## config.mk

```make
export PLATFORM = sky130hd
export DESIGN_NAME = sd_card_spi_host_sequencer
export DESIGN_NICKNAME = d
export VERILOG_FILES = /design/src/design/sdspi_pkg.sv /design/src/design/sdspi_csr.sv /design/src/design/sd_card_spi_host_sequencer.sv
export SDC_FILE = /design/constraint.sdc
export NUM_CORES = 1
export LEC_CHECK = 0
export BUFFER_PORTS_ARGS = -buffer_cell sky130_fd_sc_hd__clkbuf_2
export CAP_MARGIN = 25
export CELL_PAD_IN_SITES_DETAIL_PLACEMENT = 0
export CELL_PAD_IN_SITES_GLOBAL_PLACEMENT = 1
export CORE_UTILIZATION = 45
export CTS_CLUSTER_DIAMETER = 150
export DETAILED_ROUTE_END_ITERATION = 10
export PLACE_DENSITY = 0.84
export SKIP_LAST_GASP = 1
export SYNTH_ARGS = -nofsm -noshare
export SYNTH_HDL_FRONTEND = slang
export SYNTH_SLANG_ARGS = --single-unit
```

## constraint.sdc

```tcl
create_clock -name clock -period 5.7 [get_ports clock]
set_clock_uncertainty 0.05 [all_clocks]
set_input_delay 1.14 -clock clock [delete_from_list [all_inputs] [get_ports clock]]
set_output_delay 1.14 -clock clock [all_outputs]
set_load 0.01 [all_outputs]
```

## src/design/sdspi_pkg.sv

```systemverilog
// sdspi_pkg: shared types and constants for the sd card spi host sequencer
// no dependencies
`default_nettype none
package sdspi_pkg;

   typedef enum logic [2:0] {
      OP_CARD_BYTE = 3'd0,
      OP_INIT      = 3'd1,
      OP_READ      = 3'd2,
      OP_WRITE     = 3'd3,
      OP_HOST_BYTE = 3'd4
   } op_type;

   typedef enum logic [2:0] {
      ST_BUSY     = 3'd0,
      ST_OK       = 3'd1,
      ST_CMD0_BAD = 3'd2,
      ST_CMD8_BAD = 3'd3,
      ST_TIMEOUT  = 3'd4,
      ST_NO_POWER = 3'd5,
      ST_NOT_RDY  = 3'd6,
      ST_WR_REJ   = 3'd7
   } status_type;

   typedef enum logic [3:0] {
      P_IDLE, P_DUMMY, P_CMD_TX, P_R1_POLL, P_TAIL, P_CSD_TOKEN, P_CSD_DATA,
      P_RD_READY, P_RD_TOKEN, P_RD_DATA, P_WR_READY, P_WR_PAD, P_WR_TOKEN,
      P_WR_HOST, P_WR_XCHG, P_WR_RESP
   } phase_type;

   localparam logic [1:0] CSR_RESET_REPEATS = 2'd0;
   localparam logic [1:0] CSR_RETRY_LIMIT   = 2'd1;
   localparam logic [1:0] CSR_POLL_LIMIT    = 2'd2;
   localparam logic [1:0] CSR_DUMMY_BYTES   = 2'd3;

   localparam logic [5:0] CMD_GO_IDLE   = 6'd0;
   localparam logic [5:0] CMD_IF_COND   = 6'd8;
   localparam logic [5:0] CMD_SEND_CSD  = 6'd9;
   localparam logic [5:0] CMD_RD_SINGLE = 6'd17;
   localparam logic [5:0] CMD_WR_SINGLE = 6'd24;
   localparam logic [5:0] CMD_SEND_OP   = 6'd41;
   localparam logic [5:0] CMD_APP       = 6'd55;
   localparam logic [5:0] CMD_READ_OCR  = 6'd58;

   typedef struct packed {
      logic [2:0]  operation;
      logic [31:0] block_number;
      logic [7:0]  byte_in;
   } req_type;

   typedef struct packed {
      logic [7:0]  tx_byte;
      logic        tx_valid;
      logic        select_low;
      logic        fast_clock;
      logic [7:0]  read_byte;
      logic        read_valid;
      logic        read_last;
      logic        wants_host_byte;
      logic        done_res;
      logic [2:0]  status;
      logic        card_ready;
      logic [33:0] last_block_address;
   } rsp_type;

   typedef struct packed {
      logic [1:0] reset_repeats;
      logic [9:0] init_retry_limit;
      logic [3:0] response_poll_limit;
      logic [4:0] dummy_clock_bytes;
   } cfg_type;

endpackage
`default_nettype wire

```

## src/design/sdspi_csr.sv

```systemverilog
// sdspi_csr: configuration registers of the sd spi sequencer
// depends on sdspi_pkg
`default_nettype none
module sdspi_csr (
   input  wire logic              clock,
   input  wire logic              reset,
   input  wire logic              csr_write,
   input  wire logic [1:0]        csr_index,
   input  wire logic [9:0]        csr_data,
   output sdspi_pkg::cfg_type     cfg
);
   sdspi_pkg::cfg_type cfg_ff;

   // register writes
   always_ff @(posedge clock) begin
      if (reset) begin
         cfg_ff.reset_repeats       <= 2'd2;
         cfg_ff.init_retry_limit    <= 10'd800;
         cfg_ff.response_poll_limit <= 4'd8;
         cfg_ff.dummy_clock_bytes   <= 5'd11;
      end else if (csr_write) begin
         unique case (csr_index)
            sdspi_pkg::CSR_RESET_REPEATS: cfg_ff.reset_repeats <= csr_data[1:0];
            sdspi_pkg::CSR_RETRY_LIMIT:   cfg_ff.init_retry_limit <= csr_data;
            sdspi_pkg::CSR_POLL_LIMIT:    cfg_ff.response_poll_limit <= csr_data[3:0];
            default:                      cfg_ff.dummy_clock_bytes <= csr_data[4:0];
         endcase
      end
   end

   assign cfg = cfg_ff;
endmodule
`default_nettype wire

```

## src/design/sd_card_spi_host_sequencer.sv

```systemverilog
// sd_card_spi_host_sequencer: top level, byte-level sd spi-mode sequencer
// depends on sdspi_pkg and sdspi_csr
//
// Usage: every item on req_ is one request. Operation 0 carries the card byte
// received for the last byte sent; the block answers with the next byte to
// shift out (tx_byte/tx_valid) and with read data, status and flags on rsp_.
// Operations 1, 2 and 3 start init, a block read and a block write; operation
// 4 carries a host data byte while wants_host_byte was set. Items that mean
// nothing in the current phase are taken and give no result.
// Flow: the result register is loaded from the accepted item; one item may be
// accepted every cycle while the result register is empty or being emptied, as
// the state update runs combinationally from the request to the result register.
// In a system each item is one SPI byte exchange.
// Reset: synchronous, returns to idle with no ready card and slow clock;
// control registers take their reset values; frame and payload registers are not reset.
// Stall: while rsp_ready is low the result is held; a new item is taken only
// when the result register is empty or being emptied in the same cycle.
// Configuration must be written through csr_ only while idle; the block does not enforce it.
`default_nettype none
module sd_card_spi_host_sequencer #(
   parameter int BLOCK_BYTES = 512
) (
   input  wire logic               clock,
   input  wire logic               reset,
   input  wire logic               req_valid,
   output logic                    req_ready,
   input  wire sdspi_pkg::req_type req_data,
   output logic                    rsp_valid,
   input  wire logic               rsp_ready,
   output sdspi_pkg::rsp_type      rsp_data,
   input  wire logic               csr_write,
   input  wire logic [1:0]         csr_index,
   input  wire logic [9:0]         csr_data
);
   localparam int RunBytes = BLOCK_BYTES + 2;
   localparam int CntW = $clog2(RunBytes + 1);

   sdspi_pkg::cfg_type cfg;
   sdspi_csr u_csr (
      .clock(clock), .reset(reset), .csr_write(csr_write),
      .csr_index(csr_index), .csr_data(csr_data), .cfg(cfg)
   );

   sdspi_pkg::phase_type phase_ff, phase_in;
   logic [7:0]  cmd_ff [6];
   logic [7:0]  cmd_in [6];
   logic [7:0]  resp_ff [5];
   logic [7:0]  resp_in [5];
   logic [CntW-1:0] cnt_ff, cnt_in;
   logic [1:0]  rst_cnt_ff, rst_cnt_in;
   logic [9:0]  retry_ff, retry_in;
   logic [23:0] size_ff, size_in;
   logic [31:0] target_ff, target_in;
   logic        ready_ff, ready_in, speed_ff, speed_in;
   logic        rsp_valid_ff, made;
   sdspi_pkg::rsp_type rsp_ff, r;

   logic [7:0]  b;
   logic [1:0]  rep_eff;
   logic [3:0]  poll_eff;
   logic [4:0]  dummy_eff;
   logic [5:0]  cur_cmd;
   logic        take;

   assign req_ready = !rsp_valid_ff || rsp_ready;
   assign take = req_valid && req_ready;
   assign b = req_data.byte_in;
   assign rep_eff = (cfg.reset_repeats == 2'd0) ? 2'd1 : cfg.reset_repeats;
   assign poll_eff = (cfg.response_poll_limit == 4'd0) ? 4'd1 : cfg.response_poll_limit;
   assign dummy_eff = (cfg.dummy_clock_bytes == 5'd0) ? 5'd1 : cfg.dummy_clock_bytes;
   assign cur_cmd = cmd_ff[0][5:0];

   // next state and result for one item
   always_comb begin
      logic [5:0]  ci;
      logic [31:0] ca;
      logic [7:0]  cc;
      logic        go_cmd;
      logic [CntW-1:0] cinc;
      phase_in = phase_ff;
      cmd_in = cmd_ff;
      resp_in = resp_ff;
      cnt_in = cnt_ff;
      rst_cnt_in = rst_cnt_ff;
      retry_in = retry_ff;
      size_in = size_ff;
      target_in = target_ff;
      ready_in = ready_ff;
      speed_in = speed_ff;
      r = '0;
      made = 1'b0;
      go_cmd = 1'b0;
      ci = '0;
      ca = '0;
      cc = '0;
      cinc = cnt_ff + 1'b1;
      unique case (sdspi_pkg::op_type'(req_data.operation))
         sdspi_pkg::OP_CARD_BYTE: begin
            made = 1'b1;
            unique case (phase_ff)
               sdspi_pkg::P_DUMMY: begin
                  if (cnt_ff < CntW'(dummy_eff)) begin
                     cnt_in = cinc; r.tx_byte = 8'hFF; r.tx_valid = 1'b1;
                  end else begin
                     go_cmd = 1'b1; ci = sdspi_pkg::CMD_GO_IDLE; cc = 8'h95;
                  end
               end
               sdspi_pkg::P_CMD_TX: begin
                  if (cnt_ff < CntW'(6)) begin
                     r.tx_byte = cmd_ff[cnt_ff[2:0]]; r.tx_valid = 1'b1; cnt_in = cinc;
                  end else begin
                     phase_in = sdspi_pkg::P_R1_POLL; cnt_in = CntW'(1);
                     r.tx_byte = 8'hFF; r.tx_valid = 1'b1;
                  end
               end
               sdspi_pkg::P_R1_POLL: begin
                  if (!b[7] || cnt_ff >= CntW'(poll_eff)) begin
                     resp_in[0] = b;
                     priority case (cur_cmd)
                        sdspi_pkg::CMD_GO_IDLE: begin
                           if (b != 8'h01) begin
                              phase_in = sdspi_pkg::P_IDLE; r.done_res = 1'b1;
                              r.status = sdspi_pkg::ST_CMD0_BAD;
                           end else begin
                              rst_cnt_in = rst_cnt_ff + 2'd1;
                              if (rst_cnt_in < rep_eff) begin
                                 phase_in = sdspi_pkg::P_DUMMY; cnt_in = CntW'(1);
                                 r.tx_byte = 8'hFF; r.tx_valid = 1'b1;
                              end else begin
                                 go_cmd = 1'b1; ci = sdspi_pkg::CMD_IF_COND;
                                 ca = 32'h0000_01AA; cc = 8'h87;
                              end
                           end
                        end
                        sdspi_pkg::CMD_IF_COND, sdspi_pkg::CMD_READ_OCR: begin
                           phase_in = sdspi_pkg::P_TAIL; cnt_in = CntW'(1);
                           r.tx_byte = 8'hFF; r.tx_valid = 1'b1;
                        end
                        sdspi_pkg::CMD_APP: begin
                           go_cmd = 1'b1; ci = sdspi_pkg::CMD_SEND_OP; ca = 32'h4000_0000;
                        end
                        sdspi_pkg::CMD_SEND_OP: begin
                           if (b == 8'h00) begin
                              go_cmd = 1'b1; ci = sdspi_pkg::CMD_READ_OCR;
                              ca = 32'h5800_0000;
                           end else if (retry_ff < cfg.init_retry_limit) begin
                              retry_in = retry_ff + 10'd1;
                              go_cmd = 1'b1; ci = sdspi_pkg::CMD_APP;
                           end else begin
                              phase_in = sdspi_pkg::P_IDLE; r.done_res = 1'b1;
                              r.status = sdspi_pkg::ST_TIMEOUT;
                           end
                        end
                        sdspi_pkg::CMD_RD_SINGLE: begin
                           if (b[7:1] != 7'd0) begin
                              go_cmd = 1'b1; ci = sdspi_pkg::CMD_RD_SINGLE; ca = target_ff;
                           end else begin
                              phase_in = sdspi_pkg::P_RD_TOKEN;
                              r.tx_byte = 8'hFF; r.tx_valid = 1'b1;
                           end
                        end
                        sdspi_pkg::CMD_WR_SINGLE: begin
                           if (b != 8'h00) begin
                              go_cmd = 1'b1; ci = sdspi_pkg::CMD_WR_SINGLE; ca = target_ff;
                           end else begin
                              phase_in = sdspi_pkg::P_WR_TOKEN; cnt_in = CntW'(1);
                              r.tx_byte = 8'hFF; r.tx_valid = 1'b1;
                           end
                        end
                        default: begin
                           phase_in = sdspi_pkg::P_CSD_TOKEN;
                           r.tx_byte = 8'hFF; r.tx_valid = 1'b1;
                        end
                     endcase
                  end else begin
                     cnt_in = cinc; r.tx_byte = 8'hFF; r.tx_valid = 1'b1;
                  end
               end
               sdspi_pkg::P_TAIL: begin
                  if (cnt_ff >= CntW'(1) && cnt_ff <= CntW'(4))
                     resp_in[cnt_ff[2:0]] = b;
                  if (cnt_ff < CntW'(4)) begin
                     cnt_in = cinc; r.tx_byte = 8'hFF; r.tx_valid = 1'b1;
                  end else if (cur_cmd == sdspi_pkg::CMD_IF_COND) begin
                     // byte 4 is the current input
                     if (resp_ff[3] == 8'h01 && b == 8'hAA) begin
                        go_cmd = 1'b1; ci = sdspi_pkg::CMD_APP;
                     end else begin
                        phase_in = sdspi_pkg::P_IDLE; r.done_res = 1'b1;
                        r.status = sdspi_pkg::ST_CMD8_BAD;
                     end
                  end else if (resp_ff[1][7]) begin
                     speed_in = 1'b1; go_cmd = 1'b1; ci = sdspi_pkg::CMD_SEND_CSD;
                  end else begin
                     phase_in = sdspi_pkg::P_IDLE; r.done_res = 1'b1;
                     r.status = sdspi_pkg::ST_NO_POWER;
                  end
               end
               sdspi_pkg::P_CSD_TOKEN, sdspi_pkg::P_RD_TOKEN: begin
                  if (b != 8'hFF) begin
                     phase_in = (phase_ff == sdspi_pkg::P_CSD_TOKEN) ?
                                sdspi_pkg::P_CSD_DATA : sdspi_pkg::P_RD_DATA;
                     cnt_in = '0;
                  end
                  r.tx_byte = 8'hFF; r.tx_valid = 1'b1;
               end
               sdspi_pkg::P_CSD_DATA: begin
                  if (cnt_ff == CntW'(7)) size_in = {16'd0, b};
                  else if (cnt_ff == CntW'(8) || cnt_ff == CntW'(9))
                     size_in = {size_ff[15:0], b};
                  cnt_in = cinc;
                  if (cinc >= CntW'(18)) begin
                     ready_in = 1'b1; phase_in = sdspi_pkg::P_IDLE;
                     r.done_res = 1'b1; r.status = sdspi_pkg::ST_OK;
                  end else begin
                     r.tx_byte = 8'hFF; r.tx_valid = 1'b1;
                  end
               end
               sdspi_pkg::P_RD_READY: begin
                  if (b == 8'h00) begin
                     r.tx_byte = 8'hFF; r.tx_valid = 1'b1;
                  end else begin
                     go_cmd = 1'b1; ci = sdspi_pkg::CMD_RD_SINGLE; ca = target_ff;
                  end
               end
               sdspi_pkg::P_RD_DATA: begin
                  r.read_byte = b; r.read_valid = 1'b1; cnt_in = cinc;
                  if (cinc >= CntW'(RunBytes)) begin
                     r.read_last = 1'b1; phase_in = sdspi_pkg::P_IDLE;
                     r.done_res = 1'b1; r.status = sdspi_pkg::ST_OK;
                  end else begin
                     r.tx_byte = 8'hFF; r.tx_valid = 1'b1;
                  end
               end
               sdspi_pkg::P_WR_READY: begin
                  if (b != 8'h00) begin
                     phase_in = sdspi_pkg::P_WR_PAD; cnt_in = CntW'(1);
                  end
                  r.tx_byte = 8'hFF; r.tx_valid = 1'b1;
               end
               sdspi_pkg::P_WR_PAD: begin
                  if (cnt_ff < CntW'(3)) begin
                     cnt_in = cinc; r.tx_byte = 8'hFF; r.tx_valid = 1'b1;
                  end else begin
                     go_cmd = 1'b1; ci = sdspi_pkg::CMD_WR_SINGLE; ca = target_ff;
                  end
               end
               sdspi_pkg::P_WR_TOKEN: begin
                  if (cnt_ff == CntW'(1)) begin
                     cnt_in = CntW'(2); r.tx_byte = 8'hFE; r.tx_valid = 1'b1;
                  end else begin
                     phase_in = sdspi_pkg::P_WR_HOST; cnt_in = '0;
                     r.wants_host_byte = 1'b1;
                  end
               end
               sdspi_pkg::P_WR_XCHG: begin
                  if (cnt_ff < CntW'(RunBytes)) begin
                     phase_in = sdspi_pkg::P_WR_HOST; r.wants_host_byte = 1'b1;
                  end else begin
                     phase_in = sdspi_pkg::P_WR_RESP;
                     r.tx_byte = 8'hFF; r.tx_valid = 1'b1;
                  end
               end
               sdspi_pkg::P_WR_RESP: begin
                  if (b == 8'hFF) begin
                     r.tx_byte = 8'hFF; r.tx_valid = 1'b1;
                  end else begin
                     phase_in = sdspi_pkg::P_IDLE; r.done_res = 1'b1;
                     r.status = (b[3:0] == 4'b0101) ? sdspi_pkg::ST_OK
                                                    : sdspi_pkg::ST_WR_REJ;
                  end
               end
               default: made = 1'b0;
            endcase
         end
         sdspi_pkg::OP_INIT: begin
            if (phase_ff == sdspi_pkg::P_IDLE) begin
               made = 1'b1; ready_in = 1'b0; speed_in = 1'b0;
               rst_cnt_in = '0; retry_in = '0;
               phase_in = sdspi_pkg::P_DUMMY; cnt_in = CntW'(1);
               r.tx_byte = 8'hFF; r.tx_valid = 1'b1;
            end
         end
         sdspi_pkg::OP_READ, sdspi_pkg::OP_WRITE: begin
            if (phase_ff == sdspi_pkg::P_IDLE) begin
               made = 1'b1;
               if (!ready_ff) begin
                  r.done_res = 1'b1; r.status = sdspi_pkg::ST_NOT_RDY;
               end else begin
                  target_in = req_data.block_number;
                  phase_in = (req_data.operation == sdspi_pkg::OP_READ) ?
                             sdspi_pkg::P_RD_READY : sdspi_pkg::P_WR_READY;
                  r.tx_byte = 8'hFF; r.tx_valid = 1'b1;
               end
            end
         end
         sdspi_pkg::OP_HOST_BYTE: begin
            if (phase_ff == sdspi_pkg::P_WR_HOST) begin
               made = 1'b1; r.tx_byte = b; r.tx_valid = 1'b1;
               cnt_in = cinc; phase_in = sdspi_pkg::P_WR_XCHG;
            end
         end
         default: made = 1'b0;
      endcase
      // load a command frame and send its first byte
      if (go_cmd) begin
         cmd_in[0] = {2'b01, ci};
         cmd_in[1] = ca[31:24];
         cmd_in[2] = ca[23:16];
         cmd_in[3] = ca[15:8];
         cmd_in[4] = ca[7:0];
         cmd_in[5] = cc;
         phase_in = sdspi_pkg::P_CMD_TX;
         cnt_in = CntW'(1);
         r.tx_byte = {2'b01, ci};
         r.tx_valid = 1'b1;
      end
      r.select_low = !(phase_in == sdspi_pkg::P_DUMMY ||
                       (phase_in == sdspi_pkg::P_IDLE && !ready_in));
      r.fast_clock = speed_in;
      r.card_ready = ready_in;
      r.last_block_address = ready_in ? {size_in, 10'h3FF} : 34'd0;
   end

   // control state
   always_ff @(posedge clock) begin
      if (reset) begin
         phase_ff <= sdspi_pkg::P_IDLE;
         cnt_ff <= '0;
         rst_cnt_ff <= '0;
         retry_ff <= '0;
         size_ff <= '0;
         target_ff <= '0;
         ready_ff <= 1'b0;
         speed_ff <= 1'b0;
         rsp_valid_ff <= 1'b0;
      end else begin
         if (take) begin
            phase_ff <= phase_in;
            cnt_ff <= cnt_in;
            rst_cnt_ff <= rst_cnt_in;
            retry_ff <= retry_in;
            size_ff <= size_in;
            target_ff <= target_in;
            ready_ff <= ready_in;
            speed_ff <= speed_in;
         end
         if (take) rsp_valid_ff <= made;
         else if (rsp_ready) rsp_valid_ff <= 1'b0;
      end
   end

   // frame bytes and result payload
   always_ff @(posedge clock) begin
      if (take) begin
         cmd_ff <= cmd_in;
         resp_ff <= resp_in;
         rsp_ff <= r;
      end
   end

   assign rsp_valid = rsp_valid_ff;
   assign rsp_data = rsp_ff;
endmodule
`default_nettype wire
```

==> results of run 1 <==
==> worst paths after layout <==
| check | from | slack, ps | cells past startpoint | endpoint |
|---|---|---|---|---|
| hold / removal | target_ff[25] | 390 | 2 | target_ff[25] |
| hold reg to reg | target_ff[25] | 390 | 2 | target_ff[25] |
| setup / recovery | cnt_ff[0] | 1620 | 10 | cmd_ff[42] |
| setup reg to reg | cnt_ff[0] | 1620 | 10 | cmd_ff[42] |
==> stage by stage <==
stage / hold slack (ps) / utilization / std cells
2_1_floorplan: 377.3 / - / 1263
3_3_place_gp: 385.4 / 0.4904 / 1634
3_5_place_dp: 392.1 / 0.4906 / 1635
4_1_cts: 399.0 / 0.5203 / 1677
5_1_grt: 413.5 / 0.5218 / 1679
6_report: 394.1 / 0.5219 / 1680
==> worst reg2reg max path, delay by kind of cell (launching register included) <==
family / cells / cell delay, ps
DFF: 1 / 340
buffers and inverters: 2 / 770
AOI/OAI and AO/OA: 3 / 990
adders and majority gates: 1 / 420
and+or+nand+nor: 4 / 1120
==> cells in the mapped netlist, types with 6 or more instances <==
library cell	count
nand2_1	199
a21oi_1	127
nor2_1	113
dfxtp_1	106
edfxtp_1	101
clkbuf_1	64
o21ai_0	49
and2_1	37
inv_1	34
nand3_1	29
a22oi_1	27
ha_1	23
nand2b_1	20
mux2i_1	19
and3_1	17
nor3_1	17
nor4_1	15
a31oi_1	14
buf_2	14
nand4_1	12
xor2_1	11
buf_4	10
nor2b_1	9
or3_1	9
o211ai_1	8
a2111o_1	7
nand3b_1	7
o22ai_1	7
o31ai_1	7
or4_1	7
a211oi_1	6
a22o_1	6
buf_1	6
o21a_1	6
or2_2	6
==> per-layer routing <==
metal,GRT usage,vias up
met2,0.4089,343
met3,0.03610,55
met4,0.08918,0
met5,0,-
met1,0.3623,4614
li1,-,4721
==> cell type report <==
class	count	area share
Antenna cell	1	0.0001966
Clock buffer	26	0.04610
Clock inverter	16	0.01081
Inverter	37	0.01091
Multi-Input combinational cell	922	0.4310
Sequential cell	207	0.4050
Tap cell	324	0.03185
Timing Repair Buffer	147	0.06409
==> sequential cells by signal, summed over array words and instances (netlist names) <==
name,count
speed_ff,1
phase_ff,4
retry_ff,10
rsp_valid,1
target_ff,32
cmd_ff,41
u_csr.cfg,21
resp_ff,9
ready_ff,1
rsp_data,51
cnt_ff,10
rst_cnt_ff,2
size_ff,24
==> logic make-up (layout without fill, tap and decap cells) <==
kind of cell / Yosys count / in the layout / synth area share
simple gates: 529 / 529 / 0.2319
compound gates: 329 / 329 / 0.1911
flops: 207 / 207 / 0.4601
buf+inv: 134 / 226 / 0.05126
mux: 27 / 27 / 0.02904
fa+ha+maj: 23 / 23 / 0.02569
xor+xnor: 14 / 14 / 0.01095
other cells: 0 / 1 / 0
==> power by group through the flow <==
stage	combinational [W]	clock (W)	sequential, W
floorplan	0.000194	0	0.00164
CTS	0.000322	0.00145	0.00160
global route	0.000355	0.00151	0.00161
finish	0.000329	0.00142	0.00160
detailed placement	0.000320	0	0.00164
global placement	0.000321	0	0.00164
==> run_results.csv, run 1 <==
group,metric,value,unit
cts,clkTransAtPathRegs,60,ps
synth,synth.top_cells.by_area,"edfxtp_1 27%, dfxtp_1 19%, nand2_1 6.7%, a21oi_1 5.7%, nor2_1 3.8%",
route,wirelength,33300,um
power_and_ir_drop,switching_share,0.2469,
floorplanning,design.core.area,24390,sq um
worst_setup_path,start_kind,"register",
timing,slew_violations,0,
global_routing,grt_pass1_wl,51850,um
route,met1Wirelength,15380,um
hold_path,hp-class,"reg -> reg",
route,drt_iter0_markers,738,
global_routing,antenna_found_initial,1,
power_and_ir_drop,peakVddDrop,0.0001956,V
worst_setup_path,cp_top_family,"simple AND/OR/NAND/NOR gates",
timing,hold_violations,0,
synth,synth_seq_cells,207,
finish,area_growth,13.61,%
worst_setup_path,end_kind,"register",
cts,post_cts_resized,0,
route,dr.pass1.iters,6,
global_routing,grt_max_degree,83,
worst_setup_path,crit_path_top_delay_cell,"buf_4",
worst_setup_path,cp_max_fo,41,
route,remaining_drc_errors,0,
route,met2WireLength,15050,um
power_and_ir_drop,seqPwrFrac,0.478,
route,antenna_left,0,
floorplanning,rows,57,
timing,setup_viol,0,
synth,post-synth-top-area-fraction,0.2707,
floorplanning,die_y,159.8,um
power_and_ir_drop,internal_power,0.002528,W
timing,period_share,0.7150,
route,wl_per_cell,19.82,um
place,portBuffers,122,
power_and_ir_drop,p_sw,0.0008287,W
worst_setup_path,crit_chain,"clkinv_1 > ha_1 > or4bb_1 > a31oi_1 > o21bai_2 > nor2b_1 > o211a_2 > nor2_1 > nor2_4 > buf_4",
power_and_ir_drop,fin_total_pwr,0.003357,W
global_routing,grt_pass1_vias,9078,
cts,tritoncts,"done",
synth,async_reset_ff_frac,0,
power_and_ir_drop,leakage,4.922,nW
finish,final_area,12730,sq um
cts,cts_max_path_buffers,3,
synth,netlist_area,11200,sq um
finish,final_common_cell,"nand2_1",
floorplanning,die_w,159.8,um
cts,cts_setup_buffers,0,
route,route.met3.wl,1843,um
synth,yosys_warnings,0,
floorplanning,initial_core_util,0.4593,
place,hpwl,23910,um
synth,synth.net_count,1346,
cts,cts.sinks,207,
finish,layout-drive-gt1-share,0.1616,
finish,fill_cells,2354,
timing,tightestPinTransition,952.6,ps
timing,period_needed,4075,ps
timing,fin_setup_tns,0,ps
timing,max_slew_margin,0.3641,
synth,syn_area_per_cell,8.870,sq um
worst_setup_path,critical_path_required,5790,ps
cts,cts-buffers-inserted,23,
route,vias_per_cell,5.793,
finish,multi_input_area,5487,sq um
place,place_area,11970,sq um
finish,nets,1421,
global_routing,overflow,0,
run,drv_cap,0,
cts,hold_buffers,0,
finish,seqCellArea,5155,sq um
worst_setup_path,critical_path_arrival,4170,ps
finish,final_cell_mix,"199 x nand2_1, 127 x a21oi_1, 122 x clkbuf_2",
worst_setup_path,cp.buffers_inverters,2,
synth,yosys_most_used_dff,"dfxtp_1",
place,place_worst_setup_slack,1415,ps
run_status,outcome,"finished clean",
place,gp_congestion,0.9995,
synth,synth-edff-count,101,
power_and_ir_drop,p_comb_frac,0.098,
cts,clk_latency,520,ps
timing,rsz0062_at_grt,"false",
route,vias,9733,
synth,yosysTopAreaCell,"edfxtp_1",
cts,root_buffer,"clkbuf_16",
synth,synthCells,1263,
worst_setup_path,timing_worst_setup_path_type,"reg -> reg",
timing,max_freq,245.4,MHz
worst_setup_path,slowest_delay,440,ps
power_and_ir_drop,power_frac_clock,0.424,
floorplanning,die-area,25530,sq um
global_routing,grt_use_total,0.2584,
floorplanning,io_pins,123,
timing,timing.final.ws_setup,1625,ps
synth,yosysSeqAreaShare,0.4601,
synth,ys_types,95,
power_and_ir_drop,power_per_cell_area,263.7,nW/um^2
route,top_layer,"met4",
cts,htree_levels,1,
No activity file was read; power rests on OpenSTA's default activity.
==> run 2, diff against run 1 <==
ABC_AREA = 1   (was not set)
CORE_UTILIZATION = 40   (was 45)
PLACE_DENSITY = 0.81   (was 0.84)
clock period = 3.6 ns   (was 5.7 ns; I/O delays follow)
==> run 2 against run 1 <==
  * Via count grew 5.6%
  * Flip-flop and latch count unchanged
  * Synthesized area rose by 1.2%
  * Sequential power increased by 64%
  * First-iteration DRC count up 33%
  * Clock power increased by 73%
  * Maximum frequency increased by 35%
  * Largest power group unchanged
  * Non-clock buffer count is 1 lower
==> run_results.csv, run 2 <==
group,metric,value,unit
cts,post_cts_resized,0,
route,top_layer,"met4",
cts,htree_levels,1,
synth,yosys_warnings,0,
synth,syn_area_per_cell,7.725,sq um
finish,largest_reg_flops,51,
synth,synth_seq_cells,207,
place,hpwl,24900,um
place,portBuffers,122,
run,drv_cap,0,
synth,synth.net_count,1551,
finish,antenna_cells,0,
synth,yosysTopAreaCell,"edfxtp_1",
synth,yosysSeqAreaShare,0.4545,
place,placedCellCount,1928,
finish,area_growth,15.66,%
cts,cts_max_path_buffers,3,
route,vias_per_cell,5.210,
worst_setup_path,end_kind,"register",
global_routing,grt_max_degree,65,
timing,slew_violations,0,
route,route.met3.wl,1513,um
cts,hold_buffers,0,
cts,clk_latency,530,ps
run_status,outcome,"finished clean",
cts,root_buffer,"clkbuf_16",
worst_setup_path,timing_worst_setup_path_type,"reg -> reg",
floorplanning,die-area,29030,sq um
finish,layout-drive-gt1-share,0.1600,
route,vias,10280,
worst_setup_path,critical_path_arrival,3190,ps
cts,cts-buffers-inserted,24,
power_and_ir_drop,peakVddDrop,0.0003205,V
synth,synth.top_cells.by_area,"edfxtp_1 27%, dfxtp_1 19%, nand2_1 9.2%, nor2_1 7.1%, o21ai_0 6.0%",
cts,cts.sinks,207,
synth,async_reset_ff_frac,0,
finish,final_cell_mix,"278 x nand2_1, 214 x nor2_1, 149 x inv_1",
synth,synthCells,1468,
timing,max_freq,330.4,MHz
route,wirelength,33290,um
timing,period_needed,3026,ps
floorplanning,die_w,170.4,um
timing,period_share,0.8406,
floorplanning,design.core.area,27860,sq um
finish,final_common_cell,"nand2_1",
hold_path,hp-class,"in -> reg",
route,drt_iter0_markers,981,
timing,setup_viol,0,
cts,tritoncts,"done",
route,remaining_drc_errors,0,
cts,cts_setup_buffers,0,
timing,hold_violations,0,
worst_setup_path,start_kind,"register",
floorplanning,die_y,170.4,um
floorplanning,initial_core_util,0.4071,
synth,synth-edff-count,101,
synth,netlist_area,11340,sq um
global_routing,grt_pass1_vias,9561,
floorplanning,io_pins,123,
timing,fin_setup_tns,0,ps
timing,tightestPinTransition,869.3,ps
synth,yosysMostFrequentCell,"nand2_1",
global_routing,overflow,0,
route,antenna_left,0,
timing,max_slew_margin,0.4183,
worst_setup_path,cp_max_fo,41,
power_and_ir_drop,power_per_cell_area,450.0,nW/um^2
synth,ys_types,49,
cts,clkTransAtPathRegs,60,ps
synth,post-synth-top-area-fraction,0.2674,
finish,fin_cells,1972,
route,dr.pass1.iters,6,
global_routing,grt_pass1_wl,52260,um
place,gp_congestion,0.9405,
global_routing,grt_use_total,0.2295,
finish,nets,1659,
floorplanning,rows,61,
synth,yosys_most_used_dff,"dfxtp_1",
route,met1Wirelength,15610,um
timing,rsz0062_at_grt,"false",
power_and_ir_drop,leakage,5.762,nW
route,wl_per_cell,16.88,um
synth,netlist_top_cells_count,"278 x nand2_1, 215 x nor2_1, 151 x inv_1",
worst_setup_path,critical_path_required,3770,ps
route,met2WireLength,15270,um
global_routing,antenna_found_initial,0,
-- run 2: cell count changes after synthesis, moves of 16 or more --
| cell | previous run | this run |
|---|---|---|
| nand2_1 | 199 | 278 |
| clkbuf_1 | 64 | 32 |
| nand3_1 | 29 | 77 |
| nor2_1 | 113 | 215 |
| a21oi_1 | 127 | 110 |
| a22oi_1 | 27 | 2 |
| nand2b_1 | 20 | 0 |
| and2_1 | 37 | 0 |
| and3_1 | 17 | 1 |
| mux2i_1 | 19 | 0 |
| o21ai_0 | 49 | 135 |
| inv_1 | 34 | 151 |
-- run 2: layout make-up --
type / count / area [sq um]
inverters: 166 / 624.3
repair buffers: 146 / 828.3
well taps: 378 / 473.0
flip-flops and latches: 207 / 5155
clock inverters: 14 / 148.9
clock buffers: 30 / 653.1
fillers: 2779 / 14740
multi-input cells: 1031 / 5234
-- run 2: stage by stage --
step                setup slack [ps]    util  area, sq um  hold WS (ps)  total power [W]
floorplan                      22.46       -        11340         380.7         0.003194
global placement               371.0  0.4420        12310         401.5         0.003490
global route                   364.2  0.4708        13120         355.9         0.006135
finish                         573.8  0.4708        13120         352.6         0.005903
detailed placement             439.5  0.4420        12310         402.8         0.003488
CTS                            580.6  0.4708        13120         337.3         0.005947
-- run 2: final timing paths --
path	endpoint	depth (start not counted)	slack, ps	startpoint
max	cmd_ff[43]	14	570	cnt_ff[0]
min	target_ff[21]	3	350	req_data[29]
max reg2reg	cmd_ff[43]	14	570	cnt_ff[0]
min reg2reg	u_csr.cfg[15]	2	410	u_csr.cfg[15]
-- run 2: cells by family (layout without fill, tap and decap cells) --
family | after synthesis | count (layout) | synth area share
flip-flops | 207 | 207 | 0.4545
buffers and inverters | 230 | 356 | 0.08462
AND/OR/NAND/NOR | 686 | 686 | 0.2771
XOR/XNOR | 3 | 3 | 0.002317
AO/OA/AOI/OAI | 319 | 319 | 0.1560
adder cells (fa/ha/maj) | 23 | 23 | 0.02538
-- run 2: power by group --
| group | total (W) | internal [W] | switching (W) |
|---|---|---|---|
| logic | 0.000830 | 0.000264 | 0.000566 |
| clock network | 0.00245 | 0.00144 | 0.00101 |
| registers | 0.00262 | 0.00256 | 0.0000614 |
| total | 0.00590 | 0.00426 | 0.00164 |
-- run 2: per-layer routing --
| metal | track usage | vias up |
|---|---|---|
| met1 | 0.3145 | 4765 |
| met3 | 0.02372 | 51 |
| met5 | 0 | - |
| met2 | 0.3801 | 321 |
| met4 | 0.07011 | 0 |
| li1 | - | 5138 |
-- run 2: worst max-delay path, cell delays in order (launching register included) --
cell     delay [ps]
dfxtp_1         340
buf_4           270
inv_1           170
ha_1            310
nand4_1         120
nor3_2          190
nor2_4          100
nand2_4          90
nand2_4          90
nor2_8          140
nand2_2          70
nand2_2         130
nand2_4         190
nor2_4          160
buf_12          240
